<file path="src/rtl/rlsd_pkg.sv">
// Shared types and codes for the run-length skip decoder.
// Holds the command and result word layouts; used by the top level and the testbench.
`timescale 1ns / 1ps

package rlsd_pkg;

    localparam int DATA_W = 32;

    localparam logic [1:0] KIND_CLEAR   = 2'd0;
    localparam logic [1:0] KIND_APPEND  = 2'd1;
    localparam logic [1:0] KIND_CONSUME = 2'd2;

    typedef struct packed {
        logic [1:0]        kind;
        logic [DATA_W-1:0] run_count;
        logic [DATA_W-1:0] run_value;
        logic [DATA_W-1:0] take_count;
    } rlsd_cmd_t;

    typedef struct packed {
        logic [DATA_W-1:0] value;
        logic              exhausted;
    } rlsd_res_t;

endpackage

</file>
<file path="src/rtl/rlsd_chan_if.sv">
// Valid/ready channel carrying one word of a given payload type.
// Depends on nothing; payload types come from rlsd_pkg at the point of use.
`timescale 1ns / 1ps

interface rlsd_chan_if #(
    parameter type payload_t = logic
);
    logic     valid;
    logic     ready;
    payload_t payload;

    modport source (output valid, output payload, input ready);
    modport sink   (input valid, input payload, output ready);
endinterface

</file>
<file path="src/rtl/rlsd_ram.sv">
// Generic single-write, single-read synchronous RAM with registered read data.
// Standalone; no package dependency.
`timescale 1ns / 1ps

module rlsd_ram #(
    parameter int WIDTH = 32,
    parameter int DEPTH = 64
) (
    input  logic                                  clk,
    input  logic                                  wr_en,
    input  logic [(DEPTH > 1 ? $clog2(DEPTH) : 1)-1:0] wr_addr,
    input  logic [WIDTH-1:0]                      wr_data,
    input  logic [(DEPTH > 1 ? $clog2(DEPTH) : 1)-1:0] rd_addr,
    output logic [WIDTH-1:0]                      rd_data
);

    logic [WIDTH-1:0] mem [DEPTH];

    always_ff @(posedge clk)
    begin
        if (wr_en)
        begin
            mem[wr_addr] <= wr_data;
        end
        rd_data <= mem[rd_addr];
    end

endmodule

</file>
<file path="src/rtl/run_length_skip_decoder_unit.sv">
// Top level of the run-length skip decoder: run table in two RAMs, walk control, result register.
// Depends on rlsd_pkg, rlsd_chan_if and rlsd_ram.
`timescale 1ns / 1ps

// Holds up to MAX_RUNS (count, value) runs and consumes the decoded sequence on request.
// A clear or append word is taken while the unit is idle. A consume word walks the count
// RAM past each run it uses up, reading one entry per cycle, and then loads the result
// register once that register is free. An exhausted table skips the walk. One command
// word is in flight at a time; a finished result waits in its own register, so the next
// command can start while the previous result is still unread. The RAMs need no clearing
// after reset: only entries already appended are ever used.
module run_length_skip_decoder_unit
    import rlsd_pkg::*;
#(
    parameter int MAX_RUNS = 64
) (
    input  logic   clk,
    input  logic   rst_n,
    rlsd_chan_if.sink   cmd,
    rlsd_chan_if.source res
);

    localparam int IDX_W = (MAX_RUNS > 1) ? $clog2(MAX_RUNS) : 1;
    localparam int CNT_W = $clog2(MAX_RUNS + 1);
    localparam logic [CNT_W-1:0] CNT_MAX = CNT_W'(MAX_RUNS);
    localparam logic [CNT_W-1:0] CNT_ONE = CNT_W'(1);

    typedef enum logic [2:0] {
        ST_IDLE = 3'b001,
        ST_WALK = 3'b010,
        ST_FIN  = 3'b100
    } state_t;

    state_t            state_reg, state_next;
    logic [CNT_W-1:0]  total_reg, total_next;
    logic [CNT_W-1:0]  cursor_reg, cursor_next;
    logic [DATA_W-1:0] need_reg, need_next;
    logic [DATA_W-1:0] pend_value_reg, pend_value_next;
    logic              pend_exh_reg, pend_exh_next;
    logic              res_valid_reg, res_valid_next;
    rlsd_res_t         res_data_reg, res_data_next;

    logic              cmd_fire;
    logic              res_free;
    logic [CNT_W-1:0]  cursor_inc;
    logic              wr_en;
    logic [IDX_W-1:0]  wr_addr;
    logic [DATA_W-1:0] rem_wr_data;
    logic [IDX_W-1:0]  rd_addr;
    logic [DATA_W-1:0] rem_rd_data;
    logic [DATA_W-1:0] val_rd_data;
    logic              val_wr_en;

    assign cmd.ready   = (state_reg == ST_IDLE);
    assign cmd_fire    = cmd.valid && cmd.ready;
    assign res_free    = !res_valid_reg || res.ready;
    assign cursor_inc  = cursor_reg + CNT_ONE;
    assign res.valid   = res_valid_reg;
    assign res.payload = res_data_reg;

    // Speculatively read the next entry while walking.
    assign rd_addr = (state_reg == ST_WALK) ? cursor_inc[IDX_W-1:0] : cursor_reg[IDX_W-1:0];

    rlsd_ram #(.WIDTH(DATA_W), .DEPTH(MAX_RUNS)) u_rem_ram (
        .clk     (clk),
        .wr_en   (wr_en),
        .wr_addr (wr_addr),
        .wr_data (rem_wr_data),
        .rd_addr (rd_addr),
        .rd_data (rem_rd_data)
    );

    rlsd_ram #(.WIDTH(DATA_W), .DEPTH(MAX_RUNS)) u_val_ram (
        .clk     (clk),
        .wr_en   (val_wr_en),
        .wr_addr (total_reg[IDX_W-1:0]),
        .wr_data (cmd.payload.run_value),
        .rd_addr (rd_addr),
        .rd_data (val_rd_data)
    );

    always_comb
    begin
        state_next      = state_reg;
        total_next      = total_reg;
        cursor_next     = cursor_reg;
        need_next       = need_reg;
        pend_value_next = pend_value_reg;
        pend_exh_next   = pend_exh_reg;
        res_valid_next  = res_valid_reg;
        res_data_next   = res_data_reg;
        wr_en           = 1'b0;
        val_wr_en       = 1'b0;
        wr_addr         = total_reg[IDX_W-1:0];
        rem_wr_data     = cmd.payload.run_count;

        if (res_valid_reg && res.ready)
        begin
            res_valid_next = 1'b0;
        end

        case (state_reg)
            ST_IDLE:
            begin
                if (cmd_fire)
                begin
                    case (cmd.payload.kind)
                        KIND_CLEAR:
                        begin
                            total_next  = '0;
                            cursor_next = '0;
                        end
                        KIND_APPEND:
                        begin
                            if (total_reg < CNT_MAX)
                            begin
                                wr_en      = 1'b1;
                                val_wr_en  = 1'b1;
                                total_next = total_reg + CNT_ONE;
                            end
                        end
                        KIND_CONSUME:
                        begin
                            need_next = cmd.payload.take_count;
                            if (cursor_reg < total_reg)
                            begin
                                state_next = ST_WALK;
                            end
                            else
                            begin
                                pend_value_next = '0;
                                pend_exh_next   = 1'b1;
                                state_next      = ST_FIN;
                            end
                        end
                        default:
                        begin
                        end
                    endcase
                end
            end
            ST_WALK:
            begin
                if (rem_rd_data < need_reg)
                begin
                    // Use up this run and advance.
                    need_next   = need_reg - rem_rd_data;
                    cursor_next = cursor_inc;
                    if (cursor_inc >= total_reg)
                    begin
                        pend_value_next = '0;
                        pend_exh_next   = 1'b1;
                        state_next      = ST_FIN;
                    end
                end
                else
                begin
                    wr_en           = 1'b1;
                    wr_addr         = cursor_reg[IDX_W-1:0];
                    rem_wr_data     = rem_rd_data - need_reg;
                    pend_value_next = val_rd_data;
                    pend_exh_next   = 1'b0;
                    state_next      = ST_FIN;
                end
            end
            ST_FIN:
            begin
                if (res_free)
                begin
                    res_valid_next          = 1'b1;
                    res_data_next.value     = pend_value_reg;
                    res_data_next.exhausted = pend_exh_reg;
                    state_next              = ST_IDLE;
                end
            end
            default:
            begin
                state_next = ST_IDLE;
            end
        endcase
    end

    always_ff @(posedge clk or negedge rst_n)
    begin
        if (!rst_n)
        begin
            state_reg     <= ST_IDLE;
            total_reg     <= '0;
            cursor_reg    <= '0;
            res_valid_reg <= 1'b0;
        end
        else
        begin
            state_reg     <= state_next;
            total_reg     <= total_next;
            cursor_reg    <= cursor_next;
            res_valid_reg <= res_valid_next;
        end
    end

    always_ff @(posedge clk)
    begin
        need_reg       <= need_next;
        pend_value_reg <= pend_value_next;
        pend_exh_reg   <= pend_exh_next;
        res_data_reg   <= res_data_next;
    end

`ifndef SYNTHESIS
    a_total_bound: assert property (@(posedge clk) disable iff (!rst_n)
        total_reg <= CNT_MAX)
        else $error("run count above table size");

    a_cursor_bound: assert property (@(posedge clk) disable iff (!rst_n)
        cursor_reg <= total_reg)
        else $error("cursor past end of table");

    a_walk_in_table: assert property (@(posedge clk) disable iff (!rst_n)
        (state_reg == ST_WALK) |-> (cursor_reg < total_reg))
        else $error("walk outside filled entries");

    a_exh_zero: assert property (@(posedge clk) disable iff (!rst_n)
        (res_valid_reg && res_data_reg.exhausted) |-> (res_data_reg.value == '0))
        else $error("exhausted result carries a value");

    a_full_drop: assert property (@(posedge clk) disable iff (!rst_n)
        (cmd_fire && cmd.payload.kind == KIND_APPEND && total_reg == CNT_MAX)
        |=> (total_reg == CNT_MAX))
        else $error("append into full table changed run count");
`endif

endmodule

</file>
<file path="src/flat_wrapper.sv">
// flat-port wrapper written by rule: the top's interface ports become plain ports
module run_length_skip_decoder_unit_flat import rlsd_pkg::*;
#(
    parameter int MAX_RUNS = 64
)
  (clk, rst_n, cmd_valid, cmd_payload, cmd_ready, res_valid, res_payload, res_ready);
  rlsd_chan_if #(.payload_t(rlsd_cmd_t)) cmd_i ();
  rlsd_chan_if #(.payload_t(rlsd_res_t)) res_i ();
  input  logic clk;
  input  logic rst_n;
  input wire logic [$bits(cmd_i.valid)-1:0] cmd_valid;
  input wire logic [$bits(cmd_i.payload)-1:0] cmd_payload;
  output wire logic [$bits(cmd_i.ready)-1:0] cmd_ready;
  output wire logic [$bits(res_i.valid)-1:0] res_valid;
  output wire logic [$bits(res_i.payload)-1:0] res_payload;
  input wire logic [$bits(res_i.ready)-1:0] res_ready;
  assign cmd_i.valid = cmd_valid;
  assign cmd_i.payload = cmd_payload;
  assign cmd_ready = cmd_i.ready;
  assign res_valid = res_i.valid;
  assign res_payload = res_i.payload;
  assign res_i.ready = res_ready;
  run_length_skip_decoder_unit #(.MAX_RUNS(MAX_RUNS)) u_core (.clk(clk), .rst_n(rst_n), .cmd(cmd_i), .res(res_i));
endmodule
</file>
<file path="config.mk">
export PLATFORM = sky130hd
export DESIGN_NAME = run_length_skip_decoder_unit_flat
export DESIGN_NICKNAME = d
export VERILOG_FILES = /design/src/rtl/rlsd_pkg.sv /design/src/rtl/rlsd_chan_if.sv /design/src/rtl/rlsd_ram.sv /design/src/rtl/run_length_skip_decoder_unit.sv /design/src/flat_wrapper.sv
export SDC_FILE = /design/constraint.sdc
export NUM_CORES = 2
export LEC_CHECK = 0
export BUFFER_PORTS_ARGS = -buffer_cell sky130_fd_sc_hd__buf_4
export CAP_MARGIN = 20
export CORE_UTILIZATION = 35
export DETAILED_ROUTE_END_ITERATION = 16
export SLEW_MARGIN = 5
export SYNTH_ARGS = -nofsm -noshare
export SYNTH_HDL_FRONTEND = slang
export SYNTH_SLANG_ARGS = --single-unit
</file>
<file path="constraint.sdc">
create_clock -name clk -period 6.3 [get_ports clk]
set_clock_uncertainty 0.05 [all_clocks]
set_input_delay 0 -clock clk [delete_from_list [all_inputs] [get_ports clk]]
set_output_delay 0 -clock clk [all_outputs]
set_load 0.005 [all_outputs]
</file>
; ---- Word level (Yosys, flattened, before mapping)
; Memories as Yosys holds them, arrays and structs flattened. A register that Yosys moved wholly into a read port is not among the register bits.
; Index checks and enable logic that the tools add are counted.
[totals]
reg_bits = 116
ram_bits = 4096
input_bits = 102
n_memories = 2
[mem_list]
columns = name, words, width, read_ports, rd_clocked_by_memory_dff, wr, line_no
row1 = u_core.u_rem_ram.mem, 64, 32, 1, 1, 1, rlsd_ram.sv:17  ; logic [WIDTH-1:0] mem [DEPTH];
row2 = u_core.u_val_ram.mem, 64, 32, 1, 1, 1, rlsd_ram.sv:17
[op_classes]
addsub = 4
magnitude_cmp = 4
eq_ne = 13
mux = 47
reduce_logical = 13
[ops]
columns = op, n
row1 = $mux 32, 10
row2 = $pmux 32 s2, 2
row3 = $sub 32x32->32, 2
row4 = $lt 32x32->1, 1
row5 = $mux 7, 4
row6 = $pmux 7 s2, 2
row7 = $mux 3, 6
row8 = $mux 6, 3
row9 = $mux 1, 17
row10 = $reduce_and 4->1, 4
row11 = $add 7x1->7 const B, 2
row12 = $ne 2x2->1 const B, 5
row13 = $pmux 3 s3, 1
row14 = $ge 7x7->1, 1
row15 = $lt 7x7->1, 1
row16 = $lt 7x7->1 const B, 1
row17 = $reduce_and 5->1, 1
row18 = $ne 2x1->1 const B, 2
row19 = $pmux 1 s2, 2
row20 = $reduce_bool 2->1, 2
row21 = $eq 3x1->1 const B, 1
row22 = $eq 3x2->1 const B, 1
row23 = $eq 3x3->1 const B, 1
row24 = $ne 3x3->1 const B, 1
row25 = other kinds (7), 8

; ---- Longest topological paths before layout
[logic_depth]
ltp_word = 7
ltp_mapped = 17
mapped_depth_nobuf = 12

; ---- By module
; A second synthesis with hierarchy kept.
[unflattened]
hier_cells = 7627
hier_area_um2 = 166015.5
[modules_own_cells]
columns = mod, n_inst, cells_each, area_per_inst_um2
row1 = rlsd_ram, 2, 3324, 78515.3
row2 = run_length_skip_decoder_unit, 1, 979, 8984.9

; ---- Worst setup path before layout
; No wires, ideal clock.
[synth_path]
kind = register -> register
from = register u_core.need_reg[0]
to = memory u_core.u_rem_ram.mem[0][8] (data pin)
arrival_time_ns = 5.063
slack_ns = 0.467
path_stages_with_launch = 12
path_cell_list = edfxtp_1 -> ha_1 -> fa_1 -> nand2b_1 -> a21o_1 -> a211oi_2 -> o2111ai_1 -> a21o_1 -> a21oi_2 -> inv_2 -> clkbuf_1 -> o31ai_1
[synth_via]
elab_chain_cells = 3
elab_cells_between_ends = 4
[synth_lines]
columns = item, line_no
row1 = from (decl), run_length_skip_decoder_unit.sv:37  ; logic [DATA_W-1:0] need_reg, need_next;
row2 = from (signal assigned), run_length_skip_decoder_unit.sv:203  ; need_reg <= need_next;
row3 = $sub 32x32->32 or $lt 32x32->1 (tied branches), "run_length_skip_decoder_unit.sv:160, run_length_skip_decoder_unit.sv:144"
row4 = $mux 32 *, run_length_skip_decoder_unit.sv:144  ; if (rem_rd_data < need_reg)
row5 = $mux 32 *, run_length_skip_decoder_unit.sv:102  ; case (state_reg)
row6 = via u_core.rem_wr_data[8], run_length_skip_decoder_unit.sv:48  ; logic [DATA_W-1:0] rem_wr_data;
row7 = to (decl), rlsd_ram.sv:17
; Mark *: on every way through the listed nets, which the timed path passes. The rest lies on a longest branch.

; ---- Worst setup path after layout
[layout_path]
from = register u_core.u_rem_ram.rd_data[18] (read register of u_core.u_rem_ram.mem)
to = memory u_core.u_rem_ram.mem[48][10], enable pin
[layout_via]
elab_chain_cells = 5
elab_cells_between_ends = 7
[layout_lines]
columns = item, line_no
row1 = from (decl), rlsd_ram.sv:14  ; output logic [WIDTH-1:0] rd_data
row2 = $lt 32x32->1 *, run_length_skip_decoder_unit.sv:144
row3 = $mux 1, run_length_skip_decoder_unit.sv:144
row4 = $pmux 1 s2, run_length_skip_decoder_unit.sv:102
row5 = $mux 1, rlsd_ram.sv:21  ; if (wr_en)
row6 = $mux 1 (implied by the code), rlsd_ram.sv:23  ; mem[wr_addr] <= wr_data;
; Every way passes the cells marked *; elsewhere a longest branch is shown, timed or not.

==> impl_metrics.tcl <==
set metrics [dict create \
    status "complete, no violations" \
    cts_tree "built" \
    slew_headroom 0.1956 \
    cts_resized 0 \
    antenna_found_initial 37 \
    clock_path_buffers 4 \
    area_delta_synth_final_pct 16.27 \
    worst_path_largest_cell_delay_ns 0.72 \
    cts.root.buffer_cell "clkbuf_16" \
    fin_crit_sh 0.8547 \
    avgSynthCellArea_sq_um 19.16 \
    finalNetCount 9518 \
    cts_buffers 412 \
    maxCapViolCount 0 \
    clkSlewWorstSetupHoldPaths_ns 0.07 \
    postCtsHoldBufs 151 \
    die_y_um 693.1 \
    power_leakage_uw 0.06081 \
    route.detailed.drc 0 \
    rows 253 \
    synth_common_cells "edfxtp_1, nand2_1, mux4_2" \
    slowest_stage "dfxtp_1" \
    setup_viol 0 \
    ant_nets 0 \
    r2r_start "u_core.u_rem_ram.rd_data[18]" \
    avgRoutedWirePerCell_um 32.65 \
    ys_seq_area_frac 0.7637 \
    post-cts-setup-buffer-count 0 \
    powerDensity_nw_per_um2 360.3 \
    arrival_ns 5.99 \
    synth-edff-count 4194 \
    yosysWarningCount 0 \
    cp_num_cells 13 \
    yosys.area.top_type "edfxtp_1" \
    path_class "flop to flop" \
    portBuffers 136 \
    rsz0062_at_grt "false" \
    final_layout_size_suffix_gt1_frac 0.2291 \
    syn_inst 8723 \
    critPathLaunch "u_core.u_rem_ram.rd_data[18]" \
    critPathCaptureType "flop" \
    fin_ws_ns 0.9155 \
    grt_max_degree 108 \
    worst_pin_slew_ns 1.207 \
    wl_um 524400 \
    critPathMostFrequentCell "buf_4" \
    critPathRequiredTime_ns 6.91 \
    filler_cell_count 41700 \
    synth_async_sr_flop_share 0.004210 \
    fp.dieArea_sq_um 480400 \
    track_usage 0.2124 \
    core-area_sq_um 475100 \
    synth_most_common_cell "edfxtp_1" \
    setup_tns_ns 0 \
    min_from "cmd_payload[49]" \
    gp_congestion 0.8942 \
    fin_crit_ns 5.384 \
    ios 137 \
    r2r-end "u_core.u_rem_ram.mem[48][10]" \
    syn-num-nets 8907 \
    insertion_delay_ns 1.02 \
    rr_worst_depth 13 \
    firstDrtPassIters 6 \
    ys_types 93 \
    ir_drop_uv 255.1 \
    initial_core_util 0.3518 \
    timing.fmax_ghz 0.1857 \
    first_global_vias 90150 \
    crit_buf_inv 4 \
    r2r_slack_ns 0.92 \
    hold_ws_ns 0.04798 \
    drt_iter0_drc 13060 \
    dp_slack_ns 1.056 \
    clock_sinks 4276 \
    slew_violations 0 \
    worstPathMaxFanout 35 \
    finalHoldViolations 0 \
    synth_top_area_share 0.7534 \
    hold_path.class "input port to flop" \
    startpoint_type "flop" \
    crit_chain "inv_1 > ha_1 > nand2_1 > o21ai_1 > a21oi_1 > o31a_1 > a21o_1 > a21oi_4 > buf_4 > nand3_1 > buf_4 > o22ai_4 > buf_12" \
    grt_pass1_wl_um 723500 \
    overflow 0 \
    ys_top_cells_by_area "edfxtp_1, mux4_2, nand2_1" \
    dp_hpwl_um 320500 \
    synth_ff_type "edfxtp_1" \
    dr_total_vias 92060 \
    die_w_um 693.1 \
    crit_family "compound AO/OA/AOI/OAI gates" \
    via_per_inst 5.731 \
    cts_max_level 5 \
    crit_path_end "u_core.u_rem_ram.mem[48][10]" \
    netlist_area_sq_um 167200 \
    ys_seq_elements 4276 \
]
cell usage in the layout, fill, tap and decap left out, drive strengths merged, types with 22 or more instances in the layout:
cell,count
bufinv,41
xnor2,47
ha,80
inv,107
nor3,35
mux2,23
edfxtp,4194
and3,43
nor2,184
clkbuf,519
o22ai,109
or3,22
a31oi,61
a22oi,33
and2,38
mux4,843
nand3,206
mux2i,221
clkinv,173
a21oi,211
dfxtp,64
dlygate4sd3,150
a21o,29
a311oi,30
nand2,1009
o211ai,24
o21ai,177
buf,543
nand4,63
a32oi,123
stage by stage:
step / area [sq um] / total power, uW / cells / utilization
after global routing: 194400 / 72010 / 16060 / 0.4090
final: 194400 / 70030 / 16060 / 0.4091
after detailed placement: 179300 / 45530 / 15140 / 0.3774
after floorplan: 167200 / 40260 / 8723 / -
after CTS: 194200 / 70210 / 16050 / 0.4088
after global placement: 179200 / 45500 / 15130 / 0.3772
cells by family after synthesis:
kind of cell | after synthesis | synth area share
buf+inv | 587 | 0.01662
flops | 4276 | 0.7637
simple gates | 1671 | 0.04342
compound gates | 954 | 0.03806
mux | 1087 | 0.1284
fa+ha+maj | 82 | 0.006227
xor+xnor | 66 | 0.003548
worst min-delay path by stage:
stage / to / slack (ns) / cells after the start
floorplan: u_core.cursor_reg[0] / -0.35 / 0
global placement: u_core.res.valid / -0.13 / 1
detailed placement: u_core.res.valid / -0.13 / 1
CTS: u_core.u_val_ram.mem[46][20] / 0.001 / 2
global route: u_core.u_val_ram.mem[63][21] / 0.03 / 2
finish: u_core.u_val_ram.mem[59][17] / 0.05 / 2
area by class of cell:
class	count	area, sq um	area share
diodes	9	22.52	0.0001159
inverters	91	345.3	0.001777
well taps	6375	7976	0.04104
repair buffers	693	6301	0.03242
flip-flops and latches	4276	127700	0.6569
clock buffers	519	11020	0.05670
multi-input cells	3860	38660	0.1989
clock inverters	240	2376	0.01222
power breakdown:
group          switching, uW  total [uW]  internal [uW]  leakage (uW)
Combinational           8100       12600           4540        0.0158
Sequential               470       32500          32000        0.0385
Clock                  10800       24900          14100       0.00654
Total                  19400       70000          50600        0.0608
routing by layer:
layer	wire length, um	GRT usage	share of wire
met5	144	0	0.00027
met4	14710	0.05616	0.028
met3	55810	0.04795	0.11
met2	245000	0.3363	0.47
met1	208700	0.2963	0.40
(Power assumes the default switching activity.)
